`config.mk`:
```
export PLATFORM = sky130hd
export DESIGN_NAME = md5_message_digest_core
export DESIGN_NICKNAME = d
export VERILOG_FILES = /design/src/rtl/md5_pkg.sv /design/src/rtl/md5_ram.sv /design/src/rtl/md5_round.sv /design/src/rtl/md5_message_digest_core.sv
export VERILOG_INCLUDE_DIRS = /design/src /design/src/rtl
export SDC_FILE = /design/constraint.sdc
export NUM_CORES = 2
export LEC_CHECK = 0
export BUFFER_PORTS_ARGS = -buffer_cell sky130_fd_sc_hd__buf_4
export CAP_MARGIN = 0
export CORE_MARGIN = 5
export CORE_UTILIZATION = 40
export CTS_CLUSTER_DIAMETER = 30
export DETAILED_ROUTE_END_ITERATION = 7
export GPL_TIMING_DRIVEN = 0
export MAX_ROUTING_LAYER = met4
export PLACE_DENSITY = 0.61
export SKIP_CTS_REPAIR_TIMING = 1
export SLEW_MARGIN = 10
export SYNTH_ARGS = -nofsm -noshare
export SYNTH_HDL_FRONTEND = slang
export SYNTH_HIERARCHICAL = 1
export SYNTH_SLANG_ARGS = --single-unit
```
`constraint.sdc`:
```
create_clock -name clk -period 8.4 [get_ports clk]
set_input_delay 1.26 -clock clk [delete_from_list [all_inputs] [get_ports clk]]
set_output_delay 1.26 -clock clk [all_outputs]
set_load 0.01 [all_outputs]
```
`src/rtl/assert_macros.svh`:
```
// Assertion macros for the MD5 RTL.
// Depends on nothing; the including module supplies clk and rst_n.
`ifndef ASSERT_MACROS_SVH
`define ASSERT_MACROS_SVH

// Clocked check, inactive while reset is asserted.
`define MD5_ASSERT(lbl, prop, msg) \
  lbl: assert property (@(posedge clk) disable iff (!rst_n) prop) else $error(msg);

// Check that stays active through reset.
`define MD5_ASSERT_ALWAYS(lbl, prop, msg) \
  lbl: assert property (@(posedge clk) prop) else $error(msg);

`endif

```
`src/rtl/md5_pkg.sv`:
```
// MD5 package: types, initial vector, round constants and per-round tables.
// Used by md5_round and md5_message_digest_core; no dependencies.
package md5_pkg;

  localparam int unsigned WordW    = 32;
  localparam int unsigned BlkWords = 16;

  typedef struct packed {
    logic [WordW-1:0] a;
    logic [WordW-1:0] b;
    logic [WordW-1:0] c;
    logic [WordW-1:0] d;
  } md5_abcd_t;

  localparam logic [WordW-1:0] IV_A = 32'h67452301;
  localparam logic [WordW-1:0] IV_B = 32'hefcdab89;
  localparam logic [WordW-1:0] IV_C = 32'h98badcfe;
  localparam logic [WordW-1:0] IV_D = 32'h10325476;

  localparam logic [7:0] PAD_MARK = 8'h80;

  localparam logic [WordW-1:0] ROUND_K [64] = '{
    32'hd76aa478, 32'he8c7b756, 32'h242070db, 32'hc1bdceee,
    32'hf57c0faf, 32'h4787c62a, 32'ha8304613, 32'hfd469501,
    32'h698098d8, 32'h8b44f7af, 32'hffff5bb1, 32'h895cd7be,
    32'h6b901122, 32'hfd987193, 32'ha679438e, 32'h49b40821,
    32'hf61e2562, 32'hc040b340, 32'h265e5a51, 32'he9b6c7aa,
    32'hd62f105d, 32'h02441453, 32'hd8a1e681, 32'he7d3fbc8,
    32'h21e1cde6, 32'hc33707d6, 32'hf4d50d87, 32'h455a14ed,
    32'ha9e3e905, 32'hfcefa3f8, 32'h676f02d9, 32'h8d2a4c8a,
    32'hfffa3942, 32'h8771f681, 32'h6d9d6122, 32'hfde5380c,
    32'ha4beea44, 32'h4bdecfa9, 32'hf6bb4b60, 32'hbebfbc70,
    32'h289b7ec6, 32'heaa127fa, 32'hd4ef3085, 32'h04881d05,
    32'hd9d4d039, 32'he6db99e5, 32'h1fa27cf8, 32'hc4ac5665,
    32'hf4292244, 32'h432aff97, 32'hab9423a7, 32'hfc93a039,
    32'h655b59c3, 32'h8f0ccc92, 32'hffeff47d, 32'h85845dd1,
    32'h6fa87e4f, 32'hfe2ce6e0, 32'ha3014314, 32'h4e0811a1,
    32'hf7537e82, 32'hbd3af235, 32'h2ad7d2bb, 32'heb86d391
  };

  function automatic logic [WordW-1:0] round_const(input logic [5:0] rnd);
    return ROUND_K[rnd];
  endfunction

  function automatic logic [4:0] rot_amount(input logic [5:0] rnd);
    logic [4:0] s;
    case ({rnd[5:4], rnd[1:0]})
      4'd0:    s = 5'd7;
      4'd1:    s = 5'd12;
      4'd2:    s = 5'd17;
      4'd3:    s = 5'd22;
      4'd4:    s = 5'd5;
      4'd5:    s = 5'd9;
      4'd6:    s = 5'd14;
      4'd7:    s = 5'd20;
      4'd8:    s = 5'd4;
      4'd9:    s = 5'd11;
      4'd10:   s = 5'd16;
      4'd11:   s = 5'd23;
      4'd12:   s = 5'd6;
      4'd13:   s = 5'd10;
      4'd14:   s = 5'd15;
      4'd15:   s = 5'd21;
      default: s = 5'd7;
    endcase
    return s;
  endfunction

  // Message word used by a given round.
  function automatic logic [3:0] msg_index(input logic [5:0] rnd);
    logic [3:0] i;
    logic [3:0] g;
    i = rnd[3:0];
    case (rnd[5:4])
      2'd0:    g = i;
      2'd1:    g = 4'(i * 4'd5 + 4'd1);
      2'd2:    g = 4'(i * 4'd3 + 4'd5);
      2'd3:    g = 4'(i * 4'd7);
      default: g = i;
    endcase
    return g;
  endfunction

endpackage

```
`src/rtl/md5_ram.sv`:
```
// Generic single-write, single-read RAM with registered read data.
// No dependencies.
module md5_ram #(
  parameter int unsigned WIDTH = 32,
  parameter int unsigned DEPTH = 16
) (
  input  logic                     clk,
  input  logic                     wr_en,
  input  logic [$clog2(DEPTH)-1:0] wr_addr,
  input  logic [WIDTH-1:0]         wr_data,
  input  logic [$clog2(DEPTH)-1:0] rd_addr,
  output logic [WIDTH-1:0]         rd_data
);

  logic [WIDTH-1:0] mem [DEPTH];

  always_ff @(posedge clk) begin
    if (wr_en) begin
      mem[wr_addr] <= wr_data;
    end
    rd_data <= mem[rd_addr];
  end

endmodule

```
`src/rtl/md5_round.sv`:
```
// One MD5 round step: boolean function, four-operand add, rotate, add.
// Depends on md5_pkg.
module md5_round (
  input  md5_pkg::md5_abcd_t       cur,
  input  logic [md5_pkg::WordW-1:0] msg,
  input  logic [5:0]               rnd,
  output md5_pkg::md5_abcd_t       nxt
);

  logic [md5_pkg::WordW-1:0]   f;
  logic [md5_pkg::WordW-1:0]   sum;
  logic [2*md5_pkg::WordW-1:0] rot_wide;
  logic [4:0]                  s;

  always_comb begin
    case (rnd[5:4])
      2'd0:    f = (cur.b & cur.c) | (~cur.b & cur.d);
      2'd1:    f = (cur.b & cur.d) | (cur.c & ~cur.d);
      2'd2:    f = cur.b ^ cur.c ^ cur.d;
      2'd3:    f = cur.c ^ (cur.b | ~cur.d);
      default: f = cur.b ^ cur.c ^ cur.d;
    endcase
    s        = md5_pkg::rot_amount(rnd);
    sum      = cur.a + f + md5_pkg::round_const(rnd) + msg;
    rot_wide = {sum, sum} << s;
    nxt.a    = cur.d;
    nxt.b    = cur.b + rot_wide[2*md5_pkg::WordW-1:md5_pkg::WordW];
    nxt.c    = cur.b;
    nxt.d    = cur.c;
  end

endmodule

```
`src/rtl/md5_message_digest_core.sv`:
```
// MD5 message digest core: top level with sequencer, block store and chaining state.
// Depends on md5_pkg, md5_ram, md5_round and assert_macros.svh.
//
// Usage:
//   Input stream (in_*): one transfer per message byte. in_tdata carries the
//   byte, in_tuser says it is valid, in_tlast closes the message (with or
//   without a byte, so an empty message is a single in_tlast transfer).
//   Output stream (out_*): after in_tlast the four chaining words A, B, C, D
//   follow as four transfers, out_tuser giving the word index and out_tlast
//   marking word D. Digest bytes are each word least significant byte first.
// Timing:
//   Each 64th byte starts a compression (one prefetch, 64 rounds on the shared
//   round unit, one chaining add) before the next byte is taken.
//   Closing a message writes padding one word a cycle (up to 16), runs one
//   or two compressions, then holds the words until the receiver takes them.
//   in_tready is low through each compression and from in_tlast until the
//   last word goes.
// Reset: chaining words return to the initial vector, the byte count to
//   zero, both streams idle. A stalled receiver simply holds the core.
`include "assert_macros.svh"

module md5_message_digest_core (
  input  logic        clk,
  input  logic        rst_n,
  input  logic        in_tvalid,
  output logic        in_tready,
  input  logic [7:0]  in_tdata,   // [7:0] data_byte
  input  logic        in_tuser,   // [0] byte_valid
  input  logic        in_tlast,
  output logic        out_tvalid,
  input  logic        out_tready,
  output logic [31:0] out_tdata,  // [31:0] digest_word
  output logic [1:0]  out_tuser,  // [1:0] word_index
  output logic        out_tlast
);

  typedef enum logic [5:0] {
    S_IDLE = 6'b000001,
    S_PAD  = 6'b000010,
    S_PRE  = 6'b000100,
    S_RND  = 6'b001000,
    S_ADD  = 6'b010000,
    S_OUT  = 6'b100000
  } md5_state_t;

  localparam int unsigned AddrW = $clog2(md5_pkg::BlkWords);

  md5_state_t                state_r, state_nxt;
  logic [md5_pkg::WordW-1:0] chain_r [4];
  logic [md5_pkg::WordW-1:0] chain_nxt [4];
  md5_pkg::md5_abcd_t        work_r, work_nxt, round_out;
  logic [63:0]               bt_r, bt_nxt;
  logic [31:0]               wbuf_r, wbuf_nxt;
  logic [5:0]                rnd_r, rnd_nxt;
  logic [AddrW-1:0]          pad_w_r, pad_w_nxt;
  logic                      len_blk_r, len_blk_nxt;
  logic                      mark_done_r, mark_done_nxt;
  logic                      fin_r, fin_nxt;
  logic [1:0]                idx_r, idx_nxt;

  logic                      wr_en;
  logic [AddrW-1:0]          wr_addr;
  logic [31:0]               wr_data;
  logic [AddrW-1:0]          rd_addr;
  logic [31:0]               rd_data;
  logic [31:0]               mark_word;
  logic [31:0]               len_word;
  logic [63:0]               bit_len;
  logic [4:0]                lane_sh;
  logic                      in_xfer;

  md5_ram #(
    .WIDTH(md5_pkg::WordW),
    .DEPTH(md5_pkg::BlkWords)
  ) u_blk (
    .clk    (clk),
    .wr_en  (wr_en),
    .wr_addr(wr_addr),
    .wr_data(wr_data),
    .rd_addr(rd_addr),
    .rd_data(rd_data)
  );

  md5_round u_round (
    .cur(work_r),
    .msg(rd_data),
    .rnd(rnd_r),
    .nxt(round_out)
  );

  assign in_tready  = (state_r == S_IDLE);
  assign in_xfer    = in_tvalid && in_tready;
  assign out_tvalid = (state_r == S_OUT);
  assign out_tdata  = chain_r[idx_r];
  assign out_tuser  = idx_r;
  assign out_tlast  = (idx_r == 2'd3);

  assign rd_addr   = md5_pkg::msg_index((state_r == S_RND) ? 6'(rnd_r + 6'd1) : 6'd0);
  assign lane_sh   = {bt_r[1:0], 3'b000};
  assign mark_word = (wbuf_r & ((32'h1 << lane_sh) - 32'h1))
                   | ({24'h0, md5_pkg::PAD_MARK} << lane_sh);
  assign bit_len   = {bt_r[60:0], 3'b000};
  assign len_word  = (pad_w_r == AddrW'(14)) ? bit_len[31:0] :
                     (pad_w_r == AddrW'(15)) ? bit_len[63:32] : 32'h0;

  always_comb begin
    state_nxt     = state_r;
    chain_nxt     = chain_r;
    work_nxt      = work_r;
    bt_nxt        = bt_r;
    wbuf_nxt      = wbuf_r;
    rnd_nxt       = rnd_r;
    pad_w_nxt     = pad_w_r;
    len_blk_nxt   = len_blk_r;
    mark_done_nxt = mark_done_r;
    fin_nxt       = fin_r;
    idx_nxt       = idx_r;
    wr_en         = 1'b0;
    wr_addr       = bt_r[5:2];
    wr_data       = {in_tdata, wbuf_r[23:0]};

    case (state_r)
      S_IDLE: begin
        if (in_xfer) begin
          if (in_tuser) begin
            wbuf_nxt[8*bt_r[1:0] +: 8] = in_tdata;
            wr_en  = (bt_r[1:0] == 2'd3);
            bt_nxt = bt_r + 64'd1;
          end
          if (in_tlast) begin
            fin_nxt       = 1'b1;
            pad_w_nxt     = bt_nxt[5:2];
            len_blk_nxt   = (bt_nxt[5:2] < AddrW'(14));
            mark_done_nxt = 1'b0;
          end
          if (in_tuser && bt_r[5:0] == 6'd63) begin
            state_nxt = S_PRE;
          end else if (in_tlast) begin
            state_nxt = S_PAD;
          end
        end
      end
      S_PAD: begin
        wr_en         = 1'b1;
        wr_addr       = pad_w_r;
        wr_data       = mark_done_r ? (len_blk_r ? len_word : 32'h0) : mark_word;
        mark_done_nxt = 1'b1;
        if (pad_w_r == AddrW'(md5_pkg::BlkWords - 1)) begin
          state_nxt = S_PRE;
        end else begin
          pad_w_nxt = pad_w_r + AddrW'(1);
        end
      end
      S_PRE: begin
        work_nxt  = '{a: chain_r[0], b: chain_r[1], c: chain_r[2], d: chain_r[3]};
        rnd_nxt   = 6'd0;
        state_nxt = S_RND;
      end
      S_RND: begin
        work_nxt = round_out;
        rnd_nxt  = rnd_r + 6'd1;
        if (rnd_r == 6'd63) begin
          state_nxt = S_ADD;
        end
      end
      S_ADD: begin
        chain_nxt[0] = chain_r[0] + work_r.a;
        chain_nxt[1] = chain_r[1] + work_r.b;
        chain_nxt[2] = chain_r[2] + work_r.c;
        chain_nxt[3] = chain_r[3] + work_r.d;
        if (!fin_r) begin
          state_nxt = S_IDLE;
        end else if (mark_done_r && len_blk_r) begin
          idx_nxt   = 2'd0;
          state_nxt = S_OUT;
        end else begin
          if (mark_done_r) begin
            len_blk_nxt = 1'b1;
            pad_w_nxt   = '0;
          end
          state_nxt = S_PAD;
        end
      end
      S_OUT: begin
        if (out_tready) begin
          if (idx_r == 2'd3) begin
            chain_nxt[0] = md5_pkg::IV_A;
            chain_nxt[1] = md5_pkg::IV_B;
            chain_nxt[2] = md5_pkg::IV_C;
            chain_nxt[3] = md5_pkg::IV_D;
            bt_nxt       = 64'd0;
            fin_nxt      = 1'b0;
            state_nxt    = S_IDLE;
          end else begin
            idx_nxt = idx_r + 2'd1;
          end
        end
      end
      default: state_nxt = S_IDLE;
    endcase
  end

  always_ff @(posedge clk) begin
    if (!rst_n) begin
      state_r    <= S_IDLE;
      chain_r[0] <= md5_pkg::IV_A;
      chain_r[1] <= md5_pkg::IV_B;
      chain_r[2] <= md5_pkg::IV_C;
      chain_r[3] <= md5_pkg::IV_D;
      bt_r       <= 64'd0;
      fin_r      <= 1'b0;
      idx_r      <= 2'd0;
      rnd_r      <= 6'd0;
    end else begin
      state_r <= state_nxt;
      chain_r <= chain_nxt;
      bt_r    <= bt_nxt;
      fin_r   <= fin_nxt;
      idx_r   <= idx_nxt;
      rnd_r   <= rnd_nxt;
    end
  end

  always_ff @(posedge clk) begin
    work_r      <= work_nxt;
    wbuf_r      <= wbuf_nxt;
    pad_w_r     <= pad_w_nxt;
    len_blk_r   <= len_blk_nxt;
    mark_done_r <= mark_done_nxt;
  end

  `MD5_ASSERT(a_one_side, !(in_tready && out_tvalid), "input and output both active")
  `MD5_ASSERT(a_last_to_idle, (out_tvalid && out_tready && out_tlast) |=> in_tready,
              "core not idle after last digest word")
  `MD5_ASSERT(a_rounds_end, (state_r == S_RND && rnd_r == 6'd63) |=> (state_r == S_ADD),
              "compression did not end after 64 rounds")
  `MD5_ASSERT(a_out_needs_fin, out_tvalid |-> fin_r, "digest shown without a closed message")

endmodule

```
# After elaboration in Yosys (flattened, before gate mapping)
# Memory sizes are Yosys's and may differ from the RTL's. A register that Yosys moved wholly into a read port is not among the register bits.
# Cells that the tools add are included.
word_totals:
  reg_bits: 373
  latchBits: 0
  mem_bits_rw: 512
  rom_bits: 2128
  inputBits: 14
  output_inout_bits: 37
  elab_cells: 187
  mem_count: 3
op_classes:
  add_sub_neg: 16
  mul: 3
  div_mod_pow: 0
  order_cmp: 3
  n_eq_ne: 32
  shift: 5
  mux: 70
  bitwise: 16
  reduce_logical: 21
memory_table:
  columns: ["memory", "words", "width", "rd", "rd_ports_with_merged_regs", "write_ports", "line_no", "text"]
  rows:
  - ["(name not given)", 64, 32, 1, 0, 0, "md5_pkg.sv:42", "return ROUND_K[rnd];"]
  - ["u_blk.mem", 16, 32, 1, 1, 1, "md5_ram.sv:15", "logic [WIDTH-1:0] mem [DEPTH];"]
  - ["(name not given)", 16, 5, 1, 1, 0, "md5_pkg.sv:47", "case ({rnd[5:4], rnd[1:0]})"]
ops:
  columns: ["operator", "n"]
  rows:
  - ["case mux 128 bit (2 select lines)", 2]
  - ["two-way mux 64 bit", 6]
  - ["two-way mux 32 bit", 9]
  - ["adder 32 bit", 8]
  - ["two-way mux 128 bit", 2]
  - ["AND 32 bit", 5]
  - ["OR 32 bit", 4]
  - ["case mux 32 bit (4 select lines)", 1]
  - ["case mux 64 bit (2 select lines)", 1]
  - ["XOR 32 bit", 3]
  - ["adder 64 x 1 -> 64 bit, second input constant", 1]
  - ["binary-select mux 32 bit (select 2 bit)", 1]
  - ["NOT 32 bit", 2]
  - ["left shift 64 x 5 -> 64 bit", 1]
  - ["two-way mux 6 bit", 10]
  - ["two-way mux 4 bit", 9]
  - ["case mux 6 bit (6 select lines)", 1]
  - ["negator 5 -> 34 bit", 1]
  - ["variable shift 8 x 34 -> 32 bit, first input constant", 1]
  - ["indexed part select 8 x 34 -> 32 bit", 1]
  - ["bitwise mux 32 bit", 1]
  - ["left shift 1 x 5 -> 32 bit, first input constant", 1]
  - ["left shift 8 x 5 -> 32 bit, first input constant", 1]
  - ["subtractor 32 x 1 -> 32 bit, second input constant", 1]
  - ["other kinds (39)", 93]

# Longest topological paths before layout
logic_depth:
  word_depth: 10
  ltp_mapped: 43
  depth_no_buf: 41

# Cells and area by module
# Netlist, hierarchy kept.
modules_own_cells:
  columns: ["module", "instances", "cells_per_inst", "area_per_inst_um2", "seq_area_each_um2"]
  rows:
  - ["md5_message_digest_core", 1, 2630, 22633.0, 9008.6]
  - ["md5_ram", 1, 838, 19836.5, 16015.4]
  - ["md5_round", 1, 1904, 12766.0, 0.0]

# Worst setup path after synthesis
# OpenSTA, ideal clock, no wires.
synth_timing:
  kind: "register to register"
  from: "register rnd_r[0]"
  to: "register work_r[95] (netlist bit), data pin"
  setup_time_ps: 253
  arrival_time_ps: 8615
  path_slack_ps: -468
  stages_incl_launch_ff: 40
  period_less_slack_ps: 8868
  path_cell_list: "dfxtp_1 > clkbuf_1 > inv_2 > ha_1 > clkbuf_1 > nand2_1 > a21oi_1 > a21oi_1 > mux4_2 > fa_1 > inv_1 > fa_1 > inv_1 > ha_1 > clkbuf_1 > a211oi_1 > nand2_1 > o2bb2ai_1 > (+4 left out) > nand2_1 > o21ai_0 > mux2i_1 > mux2i_1 > ha_1 > a211o_1 > a2111oi_0 > nor3_1 > a21oi_1 > o311ai_1 > a31oi_1 > nor2_1 > o21ai_0 > nor2_1 > a311o_1 > xor2_1 > nand2_1 > nand2_1"
synth_lines:
  columns: ["element", "line_no", "text"]
  rows:
  - ["start: declaration", "md5_message_digest_core.sv:54", "logic [5:0] rnd_r, rnd_nxt;"]
  - ["start signal: assignment", "md5_message_digest_core.sv:220", "rnd_r <= rnd_nxt;"]
  - ["end signal: assignment", "md5_message_digest_core.sv:225", "work_r <= work_nxt;"]
  - ["end: declaration", "md5_message_digest_core.sv:51", "md5_pkg::md5_abcd_t work_r, work_nxt, round_out;"]

==> impl_metrics.csv <==
group,metric,value,unit
global_route,grt_pass1_vias,43500,
global_route,grt.overflow.total,0,
synth,synth.distinct_cells,100,
routing,ant_nets,1,
synth,syn_avg_cell_area,10.3,µm²
setup_path,cp-start-kind,"flop",
setup_path,critPathTopFamily,"compound AO/OA/AOI/OAI gates",
setup_path,worstPathRequired,9030,ps
clock_network,cts-root-buf,"clkbuf_16",
global_route,grt_pass1_wl,299000,µm
sta,finalCriticalPeriod,9510,ps
setup_path,arrival,10140,ps
synth,synthesis.nets,5679,
final_layout,final_util,49.2,%
setup_path,cp_num_cells,37,
place,place_area,0.0587,mm²
clock_network,cts_buffers,186,
global_route,antenna_found_initial,9,
power_and_ir_drop,p_leak,25.0,nW
worst_hold_path,hp-start,"chain_r[27]",
sta,drv_slew,0,
synth,synth_common_cells,"nand2_1, edfxtp_1, nor2_1",
setup_path,cp_max_fo,10,
routing,drtIter0Drc,5208,
sta,setup_slack,-1110,ps
final_layout,final_net_count,6019,
clock_network,clk_latency,850,ps
synth,yosys.area.top_type_share,36.8,%
sta,setup_viol,17,
sta,slew_headroom,19.4,%
die,dieArea,0.146,mm²
setup_path,crit-reg2reg-launch,"rnd_r[0]",
synth,ys_ff_latch,912,
die,rows,136,
sta,totalNegativeSetupSlack,-8980,ps
die,die_w,382,µm
run_status,violations,"antenna rules, setup timing",
setup_path,crit_start,"rnd_r[0]",
clock_network,cts_tree,"done",
synth,netlist_area,0.0552,mm²
synth,synth_edf_count,676,
synth,synth_seq_area_share,45.3,%
routing,via_per_inst,6.00,
die,die_h,382,µm
setup_path,cp_num_buf_inv,5,
sta,skew,104,ps
routing,drc_errors,0,
synth,synth.area.top_cells,"edfxtp_1, dfxtp_1, mux4_2, nand2_1, ha_1",
setup_path,cp_slowest_cell,"ha_1",
sta,tightest_slew,1210,ps
synth,async_flop_share,0,%
synth,syn_inst,5372,
sta,fin_crit_sh,113,%
setup_path,end_kind,"flop",
clock_network,cts.sinks,912,
global_route,grtUsageTotal,28.5,%
routing,dr.pass1.iters,8,
place,io_buffers,50,
power_and_ir_drop,ir_drop,0.000300,V
synth,yosys.area.top_type,"edfxtp_1",
sta,rsz0062_at_grt,"yes",
final_layout,syn2layout_area_growth,22.4,%
place,place_congestion,1.01,
synth,ys_warn_count,6,
routing,vias,46100,
final_layout,design_area,0.0676,mm²
power_and_ir_drop,p_per_area,215,mW/mm²
setup_path,path_class,"reg -> reg",
clock_network,clockBufferDepth,3,
sta,fmax,105,MHz
clock_network,cts_max_level,4,
sta,finalHoldViolations,0,
die,core_area,0.137,mm²
worst_hold_path,hold_path_class,"reg -> reg",
setup_path,worst_path_largest_cell_delay,560,ps
die,start_util,40.2,%
flow_run,cap_violations,0,
synth,yosysMostFrequentCell,"nand2_1",
worst_hold_path,min_path_cells,2,
routing,wire_per_inst,27.3,µm
setup_path,r2r_cells,37,
clock_network,clk_pin_slew,60,ps
place,place_hpwl,155000,µm
global_route,grt_max_degree,101,
die,pin_count,51,
final_layout,drive_above_1_share,20.5,%
synth,synth_ff_type,"edfxtp_1",
routing,routed_wl,210000,µm
run_status,status,"complete, but fails checks",
[metal layers]
| metal | share of wire [%] | global-route usage, % | wire, µm |
|---|---|---|---|
| met3 | 8.2 | 5.49 | 17100 |
| met5 | 0 | - | 0 |
| met1 | 41 | 36.7 | 86000 |
| met2 | 46 | 44.7 | 97100 |
| met4 | 4.6 | 11.1 | 9620 |
[per-stage QoR]
| stage | setup slack, ps | std cells | hold WS [ps] | power (mW) |
|---|---|---|---|---|
| 2_1_floorplan | 52.6 | 5372 | 450 | 6.15 |
| 3_3_place_gp | -4270 | 7216 | 467 | 6.66 |
| 3_5_place_dp | -4260 | 7263 | 490 | 6.70 |
| 4_1_cts | -4410 | 7615 | 496 | 14.3 |
| 5_1_grt | -1310 | 7673 | 517 | 15.0 |
| 6_report | -1110 | 7678 | 499 | 14.5 |
[cells by family after synthesis]
| group | count (synthesis) | share of synthesized area (%) |
|---|---|---|
| buffers and inverters | 584 | 4.76 |
| muxes | 279 | 9.07 |
| adders and majority gates | 293 | 7.56 |
| AOI/OAI and AO/OA | 1334 | 15.5 |
| xor gates and xnor gates | 249 | 3.99 |
| and+or+nand+nor | 1721 | 13.8 |
| DFF | 912 | 45.3 |
[registers in the layout, indices dropped and copies added (netlist names)]
name           count
wbuf_r            30
chain_r          128
mark_done_r        1
u_blk/rd_data     32
state_r            6
bt_r              61
len_blk_r          1
u_blk/mem        512
pad_w_r            4
fin_r              1
out_tuser          2
work_r           128
rnd_r              6
[power by group]
part | internal [mW] | switching [mW]
logic | 0.727 | 1.20
clock network | 4.90 | 2.68
registers | 4.97 | 0.0504
[final timing paths]
check	slack [ps]	to
setup / recovery	-1110	work_r[94]
hold / removal	500	chain_r[27]
setup reg to reg	-1110	work_r[94]
hold reg to reg	500	chain_r[27]
[worst min-delay path, cell delays in order (launching register included)]
cell     delay [ps]
dfxtp_1         330
nand2_1          60
o21ai_0          60
[cell type report]
type                    count  area, µm²
well taps                1794       2240
clock buffers             214       4830
multi-input cells        3876      29200
clock inverters           138       1760
flip-flops and latches    912      25000
fillers                 12400      69700
inverters                 200        795
plain buffers             372       2250
repair buffers            164       1520
diodes                      8       20.0
[placed cells by master (no fill, tap or decap), types with 161 or more instances in the layout]
cell,netlist,final
clkbuf_1,201,161
mux4_2,175,175
nor2_1,405,373
ha_1,225,191
clkbuf_16,0,189
inv_1,195,190
nand2_1,833,814
a21oi_1,335,297
dfxtp_1,236,230
buf_4,106,250
edfxtp_1,676,676
o21ai_0,310,257
No activity file was read; power rests on OpenSTA's default activity.
